`src/hw/rtl/cbs_pkg.sv`:
```
package cbs_pkg;

   localparam int DEF_CHANNELS      = 3;
   localparam int DEF_COUNT_MODULUS = 100;
   // Each diagonal counter occupies a fixed seven-bit slot in the result word.
   localparam int DIAG_W            = 7;

   typedef enum logic [2:0] {
      OP_NEW,
      OP_CHECK,
      OP_PASS,
      OP_OUT,
      OP_CLEAR
   } op_type;

   typedef enum logic [2:0] {
      COND_NEXT,
      COND_MORE_CH,
      COND_AGAIN,
      COND_JUMP,
      COND_END
   } cond_type;

   typedef logic [2:0] step_type;

   localparam step_type STEP_NEW   = 3'd0;
   localparam step_type STEP_CHECK = 3'd1;
   localparam step_type STEP_PASS  = 3'd2;
   localparam step_type STEP_OUT   = 3'd3;
   localparam step_type STEP_CLEAR = 3'd4;

   typedef struct packed {
      op_type   op;
      cond_type cond;
      step_type target;
   } ucode_word_type;

   // Status the datapath reports to the sequencer for its jump decisions.
   typedef struct packed {
      logic more_ch;
      logic again;
      logic out_free;
   } seq_status_type;

   typedef struct packed {
      logic   active;
      op_type op;
   } seq_ctl_type;

   // Microprogram: visit each channel in two steps, close the pass, and repeat the pass after the first
   // one and while it produced a fresh release, up to the pass limit; a clear word jumps to the output.
   function automatic ucode_word_type ucode_rom(input step_type step);
      ucode_word_type w;
      w = '{op: OP_OUT, cond: COND_END, target: STEP_OUT};
      unique case (step)
         STEP_NEW:   w = '{op: OP_NEW,   cond: COND_NEXT,    target: STEP_CHECK};
         STEP_CHECK: w = '{op: OP_CHECK, cond: COND_MORE_CH, target: STEP_NEW};
         STEP_PASS:  w = '{op: OP_PASS,  cond: COND_AGAIN,   target: STEP_NEW};
         STEP_OUT:   w = '{op: OP_OUT,   cond: COND_END,     target: STEP_OUT};
         STEP_CLEAR: w = '{op: OP_CLEAR, cond: COND_JUMP,    target: STEP_OUT};
         default:    w = '{op: OP_OUT,   cond: COND_END,     target: STEP_OUT};
      endcase
      return w;
   endfunction

endpackage

```
`src/hw/rtl/channel_barrier_sync_top.sv`:
```
// A word runs P channel passes (P from 2 to CHANNELS + 2) and then the output step;
// a clear word runs only the clear and output steps. A new word is stalled until the
// microcoded sequencer, which visits the channels one by one (two steps per channel
// plus one step per pass), is done. A finished result waits in the output register
// while the next word is accepted. Reset is synchronous: the counter matrix and the
// release, wait and request-history flags clear to zero, and no result is pending.
module channel_barrier_sync_top
   import cbs_pkg::*;
#(
   parameter int CHANNELS      = DEF_CHANNELS,
   parameter int COUNT_MODULUS = DEF_COUNT_MODULUS
) (
   input  logic                         clock,
   input  logic                         reset,
   input  logic                         req_valid,
   output logic                         req_stall,
   input  logic                         req_clear_all,
   input  logic [CHANNELS-1:0]          req_request_levels,
   input  logic [CHANNELS*CHANNELS-1:0] req_filter_masks,
   output logic                         rsp_valid,
   input  logic                         rsp_stall,
   output logic [CHANNELS-1:0]          rsp_request_after,
   output logic [DIAG_W*CHANNELS-1:0]   rsp_own_counters
);

   localparam int CNT_W     = $clog2(COUNT_MODULUS);
   localparam int CH_W      = $clog2(CHANNELS);
   localparam int PASS_W    = $clog2(CHANNELS + 2);
   localparam int PASS_LAST = CHANNELS + 1;

   typedef logic [CNT_W-1:0] cnt_type;

   cnt_type                     mat_ff [CHANNELS][CHANNELS];
   cnt_type                     mat_in [CHANNELS][CHANNELS];
   logic [CHANNELS-1:0]         rel_ff, rel_in;
   logic [CHANNELS-1:0]         relb_ff, relb_in;
   logic [CHANNELS-1:0]         wait_ff, wait_in;
   logic [CHANNELS-1:0]         reqb_ff, reqb_in;
   logic [CHANNELS-1:0]         req_ff, req_in;
   logic [CHANNELS-1:0]         fresh_ff, fresh_in;
   logic [CHANNELS-1:0]         filt_ff [CHANNELS];
   logic [CHANNELS-1:0]         filt_in [CHANNELS];
   logic [CH_W-1:0]             ch_ff, ch_in;
   logic [PASS_W-1:0]           pass_ff, pass_in;
   logic                        rsp_valid_ff, rsp_valid_in;
   logic [CHANNELS-1:0]         rsp_req_ff, rsp_req_in;
   logic [DIAG_W*CHANNELS-1:0]  rsp_cnt_ff, rsp_cnt_in;

   logic           accept;
   logic           ok;
   cnt_type        own_next;
   seq_status_type status;
   seq_ctl_type    ctl;

   function automatic cnt_type cnt_inc(input cnt_type v);
      return (v == CNT_W'(COUNT_MODULUS - 1)) ? '0 : v + CNT_W'(1);
   endfunction

   assign accept    = req_valid && !req_stall;
   assign req_stall = ctl.active;

   always_comb begin
      status.more_ch  = (ch_ff != CH_W'(CHANNELS - 1));
      status.again    = ((pass_ff == '0) || |(rel_ff & ~relb_ff)) &&
                        (pass_ff != PASS_W'(PASS_LAST));
      status.out_free = !rsp_valid_ff || !rsp_stall;
   end

   cbs_seq u_seq (
      .clock       (clock),
      .reset       (reset),
      .start       (accept),
      .start_clear (req_clear_all),
      .status      (status),
      .ctl         (ctl)
   );

   always_comb begin
      mat_in       = mat_ff;
      rel_in       = rel_ff;
      relb_in      = relb_ff;
      wait_in      = wait_ff;
      reqb_in      = reqb_ff;
      req_in       = req_ff;
      fresh_in     = fresh_ff;
      filt_in      = filt_ff;
      ch_in        = ch_ff;
      pass_in      = pass_ff;
      rsp_req_in   = rsp_req_ff;
      rsp_cnt_in   = rsp_cnt_ff;
      rsp_valid_in = rsp_valid_ff && rsp_stall;

      // Release check for the visited channel: every filtered other channel's
      // diagonal must match the corresponding entry of this channel's row.
      ok = 1'b1;
      for (int i = 0; i < CHANNELS; i++) begin
         if ((i != int'(ch_ff)) && filt_ff[ch_ff][i] && (mat_ff[ch_ff][i] != mat_ff[i][i])) begin
            ok = 1'b0;
         end
      end
      own_next = cnt_inc(mat_ff[ch_ff][ch_ff]);

      if (accept) begin
         for (int c = 0; c < CHANNELS; c++) begin
            filt_in[c]  = req_filter_masks[c*CHANNELS +: CHANNELS];
            // A channel with an empty filter drops its request, except on a clear word.
            req_in[c]   = req_request_levels[c] &&
                          (req_clear_all || (req_filter_masks[c*CHANNELS +: CHANNELS] != '0));
            fresh_in[c] = !wait_ff[c];
         end
         ch_in   = '0;
         pass_in = '0;
      end

      if (ctl.active) begin
         unique case (ctl.op)
            OP_NEW: begin
               wait_in[ch_ff] = req_ff[ch_ff];
               if (req_ff[ch_ff] && !reqb_ff[ch_ff]) begin
                  rel_in[ch_ff] = 1'b0;
                  for (int i = 0; i < CHANNELS; i++) begin
                     mat_in[ch_ff][i] = cnt_inc(mat_ff[i][i]);
                  end
               end
            end
            OP_CHECK: begin
               if (req_ff[ch_ff] && fresh_ff[ch_ff] && ok) begin
                  rel_in[ch_ff] = 1'b1;
                  if (!relb_ff[ch_ff]) begin
                     for (int i = 0; i < CHANNELS; i++) begin
                        mat_in[ch_ff][i] = own_next;
                     end
                  end
               end
               ch_in = status.more_ch ? ch_ff + CH_W'(1) : '0;
            end
            OP_PASS: begin
               req_in   = req_ff & ~rel_ff;
               reqb_in  = req_ff & ~rel_ff;
               fresh_in = '1;
               relb_in  = rel_ff;
               if (pass_ff != PASS_W'(PASS_LAST)) begin
                  pass_in = pass_ff + PASS_W'(1);
               end
            end
            OP_OUT: begin
               if (status.out_free) begin
                  rsp_valid_in = 1'b1;
                  rsp_req_in   = req_ff;
                  for (int c = 0; c < CHANNELS; c++) begin
                     rsp_cnt_in[c*DIAG_W +: DIAG_W] = DIAG_W'(mat_ff[c][c]);
                  end
               end
            end
            OP_CLEAR: begin
               for (int r = 0; r < CHANNELS; r++) begin
                  for (int i = 0; i < CHANNELS; i++) begin
                     mat_in[r][i] = '0;
                  end
               end
               rel_in  = '0;
               relb_in = '0;
               wait_in = '0;
               reqb_in = '0;
            end
            default: begin
               rsp_valid_in = rsp_valid_ff && rsp_stall;
            end
         endcase
      end
   end

   always_ff @(posedge clock) begin
      if (reset) begin
         for (int r = 0; r < CHANNELS; r++) begin
            for (int i = 0; i < CHANNELS; i++) begin
               mat_ff[r][i] <= '0;
            end
         end
         rel_ff       <= '0;
         relb_ff      <= '0;
         wait_ff      <= '0;
         reqb_ff      <= '0;
         rsp_valid_ff <= 1'b0;
      end else begin
         mat_ff       <= mat_in;
         rel_ff       <= rel_in;
         relb_ff      <= relb_in;
         wait_ff      <= wait_in;
         reqb_ff      <= reqb_in;
         rsp_valid_ff <= rsp_valid_in;
      end
   end

   always_ff @(posedge clock) begin
      req_ff     <= req_in;
      fresh_ff   <= fresh_in;
      filt_ff    <= filt_in;
      ch_ff      <= ch_in;
      pass_ff    <= pass_in;
      rsp_req_ff <= rsp_req_in;
      rsp_cnt_ff <= rsp_cnt_in;
   end

   assign rsp_valid         = rsp_valid_ff;
   assign rsp_request_after = rsp_req_ff;
   assign rsp_own_counters  = rsp_cnt_ff;

endmodule

```
`src/hw/rtl/cbs_seq.sv`:
```
module cbs_seq
   import cbs_pkg::*;
(
   input  logic           clock,
   input  logic           reset,
   input  logic           start,
   input  logic           start_clear,
   input  seq_status_type status,
   output seq_ctl_type    ctl
);

   logic           run_ff, run_in;
   step_type       step_ff, step_in;
   ucode_word_type cw;

   always_comb begin
      cw      = ucode_rom(step_ff);
      run_in  = run_ff;
      step_in = step_ff;
      if (!run_ff) begin
         if (start) begin
            run_in  = 1'b1;
            step_in = start_clear ? STEP_CLEAR : STEP_NEW;
         end
      end else begin
         case (cw.cond)
            COND_NEXT:    step_in = step_ff + 3'd1;
            COND_MORE_CH: step_in = status.more_ch ? cw.target : step_ff + 3'd1;
            COND_AGAIN:   step_in = status.again ? cw.target : step_ff + 3'd1;
            COND_JUMP:    step_in = cw.target;
            COND_END: begin
               // Hold on the output step until the result register can take the word.
               if (status.out_free) begin
                  run_in = 1'b0;
               end
            end
            default:      run_in = 1'b0;
         endcase
      end
   end

   always_ff @(posedge clock) begin
      if (reset) begin
         run_ff  <= 1'b0;
         step_ff <= STEP_NEW;
      end else begin
         run_ff  <= run_in;
         step_ff <= step_in;
      end
   end

   assign ctl.active = run_ff;
   assign ctl.op     = cw.op;

endmodule

```
`config.mk`:
```
export PLATFORM = sky130hd
export DESIGN_NAME = channel_barrier_sync_top
export DESIGN_NICKNAME = d
export VERILOG_FILES = /design/src/hw/rtl/cbs_pkg.sv /design/src/hw/rtl/channel_barrier_sync_top.sv /design/src/hw/rtl/cbs_seq.sv
export SDC_FILE = /design/constraint.sdc
export NUM_CORES = 1
export LEC_CHECK = 0
export BUFFER_PORTS_ARGS = -buffer_cell sky130_fd_sc_hd__buf_2
export CAP_MARGIN = 5
export CORE_ASPECT_RATIO = 1.5
export CORE_MARGIN = 8
export CORE_UTILIZATION = 45
export DETAILED_ROUTE_END_ITERATION = 10
export GPL_ROUTABILITY_DRIVEN = 0
export PLACE_DENSITY = 0.61
export SYNTH_ARGS = -nofsm -noshare
export SYNTH_HDL_FRONTEND = slang
export SYNTH_SLANG_ARGS = --single-unit
```
`constraint.sdc`:
```
create_clock -name clock -period 3.9 [get_ports clock]
set_input_delay 0.195 -clock clock [delete_from_list [all_inputs] [get_ports clock]]
set_output_delay 0.195 -clock clock [all_outputs]
set_load 0.01 [all_outputs]
```
After elaboration in Yosys (flattened, before gate mapping)
Cells that the tools add are included.
{"block": "word_totals", "input_bits": 17, "out_inout_bits": 26, "regBits": 124, "wordCells": 196}
{"block": "classes", "order_cmp": 4, "n_reduce_logical": 49, "mux": 77, "add_sub_neg": 7, "n_bitwise": 8, "n_eq_ne": 26}
{"cell": "bitwise mux 63 bit", "count": 6}
{"cell": "2-to-1 mux 63 bit", "count": 3}
{"cell": "one-hot mux 63 bit (3 select lines)", "count": 1}
{"cell": "demux 21 bit (select 2 bit)", "count": 3}
{"cell": "2-to-1 mux 21 bit", "count": 3}
{"cell": "2-to-1 mux 3 bit", "count": 19}
{"cell": "2-to-1 mux 7 bit", "count": 7}
{"cell": "binary-select mux 21 bit (select 2 bit)", "count": 1}
{"cell": "one-hot mux 9 bit (4 select lines)", "count": 1}
{"cell": "adder 7 x 1 -> 7 bit, second input constant", "count": 4}
{"cell": "equality test 7 bit, second input constant", "count": 4}
{"cell": "inequality test 7 bit", "count": 3}
{"cell": "one-hot mux 3 bit (2 select lines)", "count": 3}
{"cell": "logical AND 1 bit", "count": 17}
{"cell": "equality test 3 x 2 -> 1 bit, second input constant", "count": 5}
{"cell": "binary-select mux 7 bit (select 2 bit)", "count": 1}
{"cell": "2-to-1 mux 1 bit", "count": 14}
{"cell": "2-to-1 mux 14 bit", "count": 1}
{"cell": "logical NOT 3 bit", "count": 4}
{"cell": "one-hot mux 3 bit (4 select lines)", "count": 1}
{"cell": "nonzero test 3 bit", "count": 4}
{"cell": "AND 3 bit", "count": 3}
{"cell": "equality test 3 x 1 -> 1 bit, second input constant", "count": 3}
{"cell": "equality test 3 bit, second input constant", "count": 3}
{"cell": "other kinds (29)", "count": 57}

Longest topological paths before layout
Gate-level depths: netlist of the first run.
{"block": "depth", "ltp_word": 15, "mapped_depth": 15, "mapped_depth_nobuf": 11}

Hierarchy
Synthesis of the first run repeated with hierarchy kept, for this count alone.
{"block": "unflattened", "cells_unflattened": 717, "area_unflattened_um2": 6690.2}
{"module": "channel_barrier_sync_top", "seq_area_each_um2": 2642.5, "n_inst": 1, "cells_each": 667, "area_per_inst_um2": 6257.3}
{"module": "cbs_seq", "seq_area_each_um2": 80.1, "n_inst": 1, "cells_each": 50, "area_per_inst_um2": 432.9}

Worst setup path after synthesis of the first run
OpenSTA, ideal clock, no wires.
{"block": "synth_path", "path_type": "register to register", "startpoint": "register ch_ff[0]", "endpoint": "register mat_ff[26] (netlist name)", "n_path_buf": 4, "setup_slack_ns": 0.931, "path_stages_with_launch": 16, "t_required_ns": 3.783, "setup_ns": 0.117, "t_arrival_ns": 2.852, "cell_sequence": "dfxtp_1 > buf_6 > buf_6 > buf_6 > nand2b_1 > clkbuf_1 > o22ai_1 > ha_1 > inv_1 > o32ai_1 > and2_1 > nand2_1 > o211a_1 > a21oi_2 > nand3_1 > a32o_1"}
{"block": "synth_via", "elab_chain_len": 15}
{"element": "from (decl)", "line": "channel_barrier_sync_top.sv:43", "rtl": "logic [CH_W-1:0] ch_ff, ch_in;"}
{"element": "from (signal assigned)", "line": "channel_barrier_sync_top.sv:199", "rtl": "ch_ff <= ch_in;"}
{"element": "NOT 2 -> 3 bit (implied by the code)"}
{"element": "binary-select mux 21 bit (select 2 bit)", "line": "channel_barrier_sync_top.sv:97, channel_barrier_sync_top.sv:101"}
{"element": "2-to-1 mux 21 bit (implied by the code) (2 in series)", "line": "channel_barrier_sync_top.sv:97, channel_barrier_sync_top.sv:101"}
{"element": "binary-select mux 7 bit (select 2 bit)", "line": "channel_barrier_sync_top.sv:101", "rtl": "own_next = cnt_inc(mat_ff[ch_ff][ch_ff]);"}
{"element": "2-to-1 mux 7 bit (implied by the code) (2 in series)", "line": "channel_barrier_sync_top.sv:101"}
{"element": "adder 7 x 1 -> 7 bit or equality test 7 bit (tied branches)", "line": "channel_barrier_sync_top.sv:56", "rtl": "return (v == CNT_W'(COUNT_MODULUS - 1)) ? '0 : v + CNT_W'(1);"}
{"element": "2-to-1 mux 7 bit", "line": "channel_barrier_sync_top.sv:56"}
{"element": "bitwise mux 63 bit (3 in series)", "line": "channel_barrier_sync_top.sv:131", "rtl": "mat_in[ch_ff][i] = own_next;"}
{"element": "2-to-1 mux 63 bit", "line": "channel_barrier_sync_top.sv:129", "rtl": "if (!relb_ff[ch_ff]) begin"}
{"element": "2-to-1 mux 63 bit", "line": "channel_barrier_sync_top.sv:127", "rtl": "if (req_ff[ch_ff] && fresh_ff[ch_ff] && ok) begin"}
{"element": "one-hot mux 63 bit (3 select lines)", "line": "channel_barrier_sync_top.sv:116", "rtl": "unique case (ctl.op)"}
{"element": "to (signal assigned)", "line": "channel_barrier_sync_top.sv:186", "rtl": "mat_ff <= mat_in;"}
{"element": "to (decl)", "line": "channel_barrier_sync_top.sv:33", "rtl": "cnt_type mat_ff [CHANNELS][CHANNELS];"}
Parallel ways exist; a longest one is shown, timed or not. The select of a mux whose other input is x is not followed.
A chain may end at the register's enable or synchronous reset.

Worst setup path after layout of the first run
Same ends and word-level chain as after synthesis.

==> out/qor.txt, run 1 <==
Die ar.: 19,830 µm²
pin count of the biggest net entering global routing: 47
Crit. End Element: flop
clock skew: 0.01194 ns
#FFs+latches synth: 121
status: completed
vias per inst: 6.531
GRT Residual Overflow: 0
post-CTS setup buffer count: 0
prevailing post-synth register cell: dfxtp_1
number of port buffers: 42
Max Root-Sink Buffers: 2
WP data required: 4.27 ns
Nets: 861
I/O Pins: 43
final instance count without filler cells: 1,050
ys async rst share: 0%
Routed WL per cell: 24.86 µm
final core occ: 51.64%
Sink Count: 121
slew at the pin closest to its max-slew limit: 1.011 ns
Cells after Synth: 804
CTS clk-pin slew, worst paths: 0.06 ns
Worst Hold Class: input pin to flop
Pwr per Cell Area: 473.1 nW/µm²
Residual DRC: 0
Tcrit/Tclk final: 92.05%
CTS tree: built
global-route wire length before repair: 40.07 mm
Post-Place Worst Slack: 0.5122 ns
Avg Inst Size Synth: 8.679 µm²
synth-to-layout area growth: 14.08%
worst rel slew slack: 32.42%
initial antenna violation count: 0
Pwr Total: 0.003766 W
sequential area share after synthesis: 39.02%
Die X: 117.7 µm
Post-synth EDFFs: 30
Fin Setup TNS: 0 ns
Hold Vio Cnt, Final: 0
share of layout cells above drive strength 1: 16.31%
FP Rows: 56
Setup crit start kind: flop
Final Critical Period: 3.590 ns
Final Slew Violations: 0
CTS root buf: clkbuf_16
initial core utilization: 45.27%
detailed-route via count: 6,858
Post-Place Cells: 1,011
Core Box Area: 15,410 µm²
Final Worst Setup Slack: 0.3099 ns
synth warn: 0
Leak: 2.781 nW
CTS resizes: 0
1st-pass router iterations: 6
post-route antenna net violation count: 0
gr usage total: 26.24%
vias in the first global route: 6,794
# setup viols final: 0
Worst Path Arrival: 3.96 ns
Setup CP Type: flop to flop
peak supply drop: 0.2731 mV
Chip Height: 168.5 µm
maxcap violations: 0
initial DRC count: 640
Net Count, Synth: 832
htree depth: 4
DPL Wire Length: 18.05 mm
clock latency on the worst-skew pair: 0.43 ns
synthesized cell area: 6978 µm²
RSZ-0062 raised after global routing: no
Max Fanout on Critical Path: 37
fmax: 278.5 MHz
distinct cell type count after synthesis: 80
total CTS buffers: 17
drt total wl: 26.11 mm
==> kinds of logic (layout without fill, tap and decap cells) <==
| logic type | count (synthesis) | in the layout | share of synthesized area [%] |
|---|---|---|---|
| compound gates | 256 | 256 | 27.40 |
| simple gates | 269 | 269 | 18.56 |
| xor+xnor | 15 | 15 | 1.883 |
| fa+ha+maj | 11 | 11 | 1.972 |
| flops | 121 | 121 | 39.02 |
| mux | 27 | 27 | 3.873 |
| other cells | 0 | 1 | 0 |
| buf+inv | 105 | 147 | 7.298 |
==> power breakdown <==
group	switching, W	internal, W	leakage (nW)
Sequential	0.0000950	0.00136	1.02
Combinational	0.000542	0.000267	1.50
Clock	0.000669	0.000833	0.270
Total	0.00131	0.00246	2.78
==> final timing paths <==
check                           slack [ns]  depth (start not counted)          end                  start
worst max-delay path                  0.31                          9   mat_ff[26]               ch_ff[0]
worst min-delay path                  0.04                          3    req_ff[1]  req_request_levels[1]
worst max register to register        0.31                          9   mat_ff[26]               ch_ff[0]
worst min register to register        0.47                          1  fresh_ff[1]            fresh_ff[1]
==> final cells by class <==
type | instances | area (µm²)
Tap cell | 203 | 254.0
Antenna cell | 1 | 2.502
Clock inverter | 15 | 126.4
Sequential cell | 121 | 2725
Inverter | 42 | 157.7
Timing Repair Buffer | 73 | 495.5
Multi-Input combinational cell | 578 | 3774
Clock buffer | 17 | 425.4
Fill cell | 1488 | 7455
==> per-stage QoR <==
step           hold WS, ns  area (µm²)
2_1_floorplan       0.2939        6978
3_5_place_dp        0.3891        7346
5_1_grt            0.04445        7958
3_3_place_gp        0.3886        7346
6_report           0.03515        7960
4_1_cts            0.03144        7958
==> cell usage after synthesis (5+ instances only) <==
cell       n  share of area (%)
a221oi_1  11                1.4
o32ai_1    8                1.0
buf_6      8                1.3
o22ai_1   13                1.2
o211a_1    5               0.72
a31oi_1   13                1.2
a21o_1     5               0.54
a311oi_1   9                1.1
clkbuf_1  33                1.8
inv_1     41                2.2
nand2_1   85                4.6
nand3_1   25                1.8
nor2_1    65                3.5
o22a_1     5               0.63
a22oi_1    7               0.75
a21oi_2    9                1.1
o21ai_0   37                2.7
dfxtp_1   91                 26
o221a_2    6               0.97
a211oi_1  18                1.9
nor2b_1   14                1.3
a32oi_1    7               0.88
nor3_1    18                1.3
xnor2_1   14                1.8
nand2b_1  21                1.9
mux2i_1   27                3.9
a32o_1    10                1.4
ha_1      11                2.0
buf_2     15                1.1
nand4_1    5               0.45
or3_1      5               0.45
a21oi_1   46                3.3
and2_1     5               0.45
edfxtp_1  30                 13
==> what timing repair did <==
item,4_1_cts,5_1_grt
setup endpoints to repair,0,0
hold endpoints to repair,6,0
hold buffers,6,0
==> critical path, cell delays in order, from the launching register on <==
cell and delay [ns]:
dfxtp_2 0.52, buf_12 0.27, mux2i_1 0.21, o22ai_1 0.11, nor4_1 0.50, o2111a_1 0.26
and4_1 0.38, a21oi_4 0.25, nor3_2 0.78, a32o_1 0.22
==> metal layers <==
layer,part of all wire (%),vias up,wire length (µm),global-route usage [%]
li1,-,3038,-,-
met1,35,3256,9141,27.49
met2,49,420,12770,44.69
met3,7.8,144,2024,6.002
met4,8.3,0,2175,20.97
met5,0,-,0,0.5181
==> flip-flops by register name, indices dropped and copies added, names as in the netlist <==
register / count
relb_ff: 3
u_seq.step_ff: 3
reqb_ff: 3
rel_ff: 3
fresh_ff: 3
rsp_valid: 1
req_ff: 3
u_seq.run_ff: 1
ch_ff: 2
filt_ff: 6
rsp_own_counters: 21
wait_ff: 3
mat_ff: 63
rsp_request_after: 3
pass_ff: 3
==> placed cells by master, fill, tap and decap left out, types with 14 or more instances in the layout <==
cell type	n
xnor2_1	14
nor3_1	17
a21oi_1	45
nand2_1	85
clkbuf_16	17
mux2i_1	27
nand3_1	25
edfxtp_1	30
buf_4	22
nor2_1	64
dfxtp_1	89
a211oi_1	18
inv_1	41
o21ai_0	37
nand2b_1	21
buf_2	42
(Power assumes the default switching activity.)
==> inputs of run 2 (changes only) <==
--- a/config.mk
+++ b/config.mk
@@ -12,7 +12,7 @@
 export CORE_UTILIZATION = 45
 export DETAILED_ROUTE_END_ITERATION = 10
 export GPL_ROUTABILITY_DRIVEN = 0
-export PLACE_DENSITY = 0.61
+export PLACE_DENSITY = 0.63
 export SYNTH_ARGS = -nofsm -noshare
 export SYNTH_HDL_FRONTEND = slang
 export SYNTH_SLANG_ARGS = --single-unit
==> constraint.sdc (replaced) <==
create_clock -name clock -period 3.29 [get_ports clock]
set_input_delay 0.1645 -clock clock [delete_from_list [all_inputs] [get_ports clock]]
set_output_delay 0.1645 -clock clock [all_outputs]
set_load 0.01 [all_outputs]
==> run 2 against run 1 <==
- first-iteration DRC count increased by 1.9%
- global-route usage grew 0.41 points
- utilization is 1.6 points higher
- non-clock buffer count increased by 29
- combinational power increased by 30%
- worst setup slack worse by 0.19 ns
- flip-flop and latch count unchanged
- highest routed layer is now met5
==> out/qor.txt, run 2 (synthesis gave the netlist of run 1 again) <==
crit-path max cell delay: 0.55 ns (was 0.78 ns)
drt total wl: 26.35 mm (was 26.11 mm)
Max Fanout on Critical Path: 32 (was 37)
# setup viols final: 0 (unchanged)
Die ar.: 19,830 µm² (unchanged)
R2R Path End: mat_ff[37] (was mat_ff[26])
Hold Startpoint: req_request_levels[1] (unchanged)
pin count of the biggest net entering global routing: 42 (was 47)
synth-to-layout area growth: 17.70% (was 14.08%)
cell family with most CP delay: compound AO/OA/AOI/OAI gates (was simple AND/OR/NAND/NOR gates)
total CTS buffers: 17 (unchanged)
RSZ-0062 raised after global routing: no (unchanged)
Post-Place Worst Slack: 0.1822 ns (was 0.5122 ns)
post-CTS setup buffer count: 0 (unchanged)
Die X: 117.7 µm (unchanged)
flop-to-flop setup slack: 0.12 ns (was 0.31 ns)
CTS clk-pin slew, worst paths: 0.06 ns (about the same)
Pwr per Cell Area: 563.4 nW/µm² (was 473.1 nW/µm²)
I/O Pins: 43 (unchanged)
slew at the pin closest to its max-slew limit: 0.8298 ns (was 1.011 ns)
GRT Residual Overflow: 0 (unchanged)
WP data required: 3.62 ns (was 4.27 ns)
1st-pass router iterations: 6 (unchanged)
Chip Height: 168.5 µm (unchanged)
share of layout cells above drive strength 1: 19.43% (was 16.31%)
most frequent cells in the layout: 88 x dfxtp_1, 85 x nand2_1, 64 x nor2_1 (was 89 x dfxtp_1, 85 x nand2_1, 64 x nor2_1)
Buffers & Inverters on Critical Path: 3 (was 1)
Final Slew Violations: 0 (unchanged)
Residual DRC: 0 (unchanged)
DPL Wire Length: 18.62 mm (was 18.05 mm)
Setup crit start kind: flop (unchanged)
initial antenna violation count: 1 (was 0)
CTS root buf: clkbuf_16 (unchanged)
Tcrit/Tclk final: 96.23% (was 92.05%)
Setup CP Type: flop to flop (unchanged)
worst-case reg-to-reg path depth: 10 (was 9)
worst rel slew slack: 44.68% (was 32.42%)
number of port buffers: 42 (unchanged)
htree depth: 4 (unchanged)
status: completed (unchanged)
detailed-route via count: 7,068 (was 6,858)
worst hold stages: 3 (unchanged)
max reg flops: 63 (unchanged)
clock skew: 0.01824 ns (was 0.01194 ns)
Filler cells: 1,420 (was 1,488)
Fin Setup TNS: 0 ns (unchanged)
Final Worst Setup Slack: 0.1240 ns (was 0.3099 ns)
Routed WL per cell: 24.44 µm (was 24.86 µm)
clock latency on the worst-skew pair: 0.43 ns (about the same)
Leak: 2.949 nW (was 2.781 nW)
antenna cells: 0 (was 1)
Crit. End Element: flop (unchanged)
commonest non-fill, non-tap cell in the layout: dfxtp_1 (unchanged)
Worst path slowest cell: o41ai_2 (was nor3_2)
Top reg by flops: mat_ff (unchanged)
Hold Vio Cnt, Final: 0 (unchanged)
Cell Chain, Critical Path: buf_12, inv_1, a21oi_1, o2bb2a_1, o41ai_2, and2_4, a21o_4, buf_4, a21oi_2, a311oi_1 (was buf_12, mux2i_1, o22ai_1, nor4_1, o2111a_1, and4_1, a21oi_4, nor3_2, a32o_1)
Core Box Area: 15,410 µm² (unchanged)
Worst Path Arrival: 3.50 ns (was 3.96 ns)
reg-to-reg startpoint: ch_ff[0] (unchanged)
worst hold endpoint: req_ff[1] (unchanged)
Final Critical Period: 3.166 ns (was 3.590 ns)
vias in the first global route: 7,016 (was 6,794)
Pwr Total: 0.004627 W (was 0.003766 W)
Hold Worst Slack: 0.02455 ns (was 0.03515 ns)
Worst Hold Class: input pin to flop (unchanged)
vias per inst: 6.557 (was 6.531)
Max Root-Sink Buffers: 2 (unchanged)
fmax: 315.9 MHz (was 278.5 MHz)
post-route antenna net violation count: 0 (unchanged)
FP Rows: 56 (unchanged)
Stages on worst setup path: 10 (was 9)
initial core utilization: 45.27% (unchanged)
maxcap violations: 0 (unchanged)
Nets: 890 (was 861)
initial DRC count: 652 (was 640)
global-route wire length before repair: 40.59 mm (was 40.07 mm)
peak supply drop: 0.3153 mV (was 0.2731 mV)
CTS tree: built (unchanged)
Sink Count: 121 (unchanged)
gr usage total: 26.66% (was 26.24%)
-- run 2: final cells by class --
class	instances	area (µm²)	share of cell area (%)
clock inverters	15	162.7	1.980
clock buffers	17	425.4	5.180
flip-flops and latches	121	2726	33.20
well taps	203	254.0	3.093
repair buffers	102	693.2	8.440
multi-input cells	578	3794	46.19
inverters	42	157.7	1.920
-- run 2: worst reg2reg max path, stage by stage (launching register included) --
cell and delay [ns]:
dfxtp_2 0.35, buf_12 0.18, inv_1 0.38, a21oi_1 0.07, o2bb2a_1 0.32, o41ai_2 0.55, and2_4 0.27, a21o_4 0.25
buf_4 0.34, a21oi_2 0.11, a311oi_1 0.27
-- run 2: metal layers --
metal | global-route usage, % | part of all wire, % | wire (µm) | vias to the layer above
met5 | 0 | 0.049 | 13 | -
met2 | 43.82 | 47 | 12500 | 476
li1 | - | - | - | 3095
met3 | 6.969 | 8.7 | 2295 | 154
met1 | 28.09 | 35 | 9217 | 3341
met4 | 23.04 | 8.8 | 2324 | 2
-- run 2: how the worst max path moves through the flow --
stage | slack, ns | start | to
final | 0.12 | ch_ff[0] | mat_ff[37]
after global routing | 0.02 | ch_ff[0] | mat_ff[52]
after CTS | 0.18 | mat_ff[1] | mat_ff[42]
after detailed placement | 0.18 | mat_ff[1] | mat_ff[42]
after global placement | 0.26 | mat_ff[29] | mat_ff[42]
after floorplan | 0.32 | ch_ff[0] | mat_ff[26]
-- run 2: power by group --
| part | total (W) | internal (W) | switching (W) |
|---|---|---|---|
| clock | 0.00188 | 0.00113 | 0.000752 |
| combinational | 0.00105 | 0.000361 | 0.000689 |
| sequential | 0.00170 | 0.00161 | 0.0000847 |
| total | 0.00463 | 0.00310 | 0.00153 |
-- run 2: stage by stage --
stage,instance area (µm²),util (%),instances
3_5_place_dp,7523,48.81,1038
2_1_floorplan,6978,-,804
4_1_cts,8192,53.14,1078
3_3_place_gp,7523,48.81,1038
6_report,8213,53.28,1078
5_1_grt,8213,53.28,1078
-- run 2: repair_timing --
action / CTS / global route
hold endpoints to repair: 8 / 0
endpoints found under the setup margin: 0 / 49
resized for setup: 0 / 5
hold buffers: 8 / 0
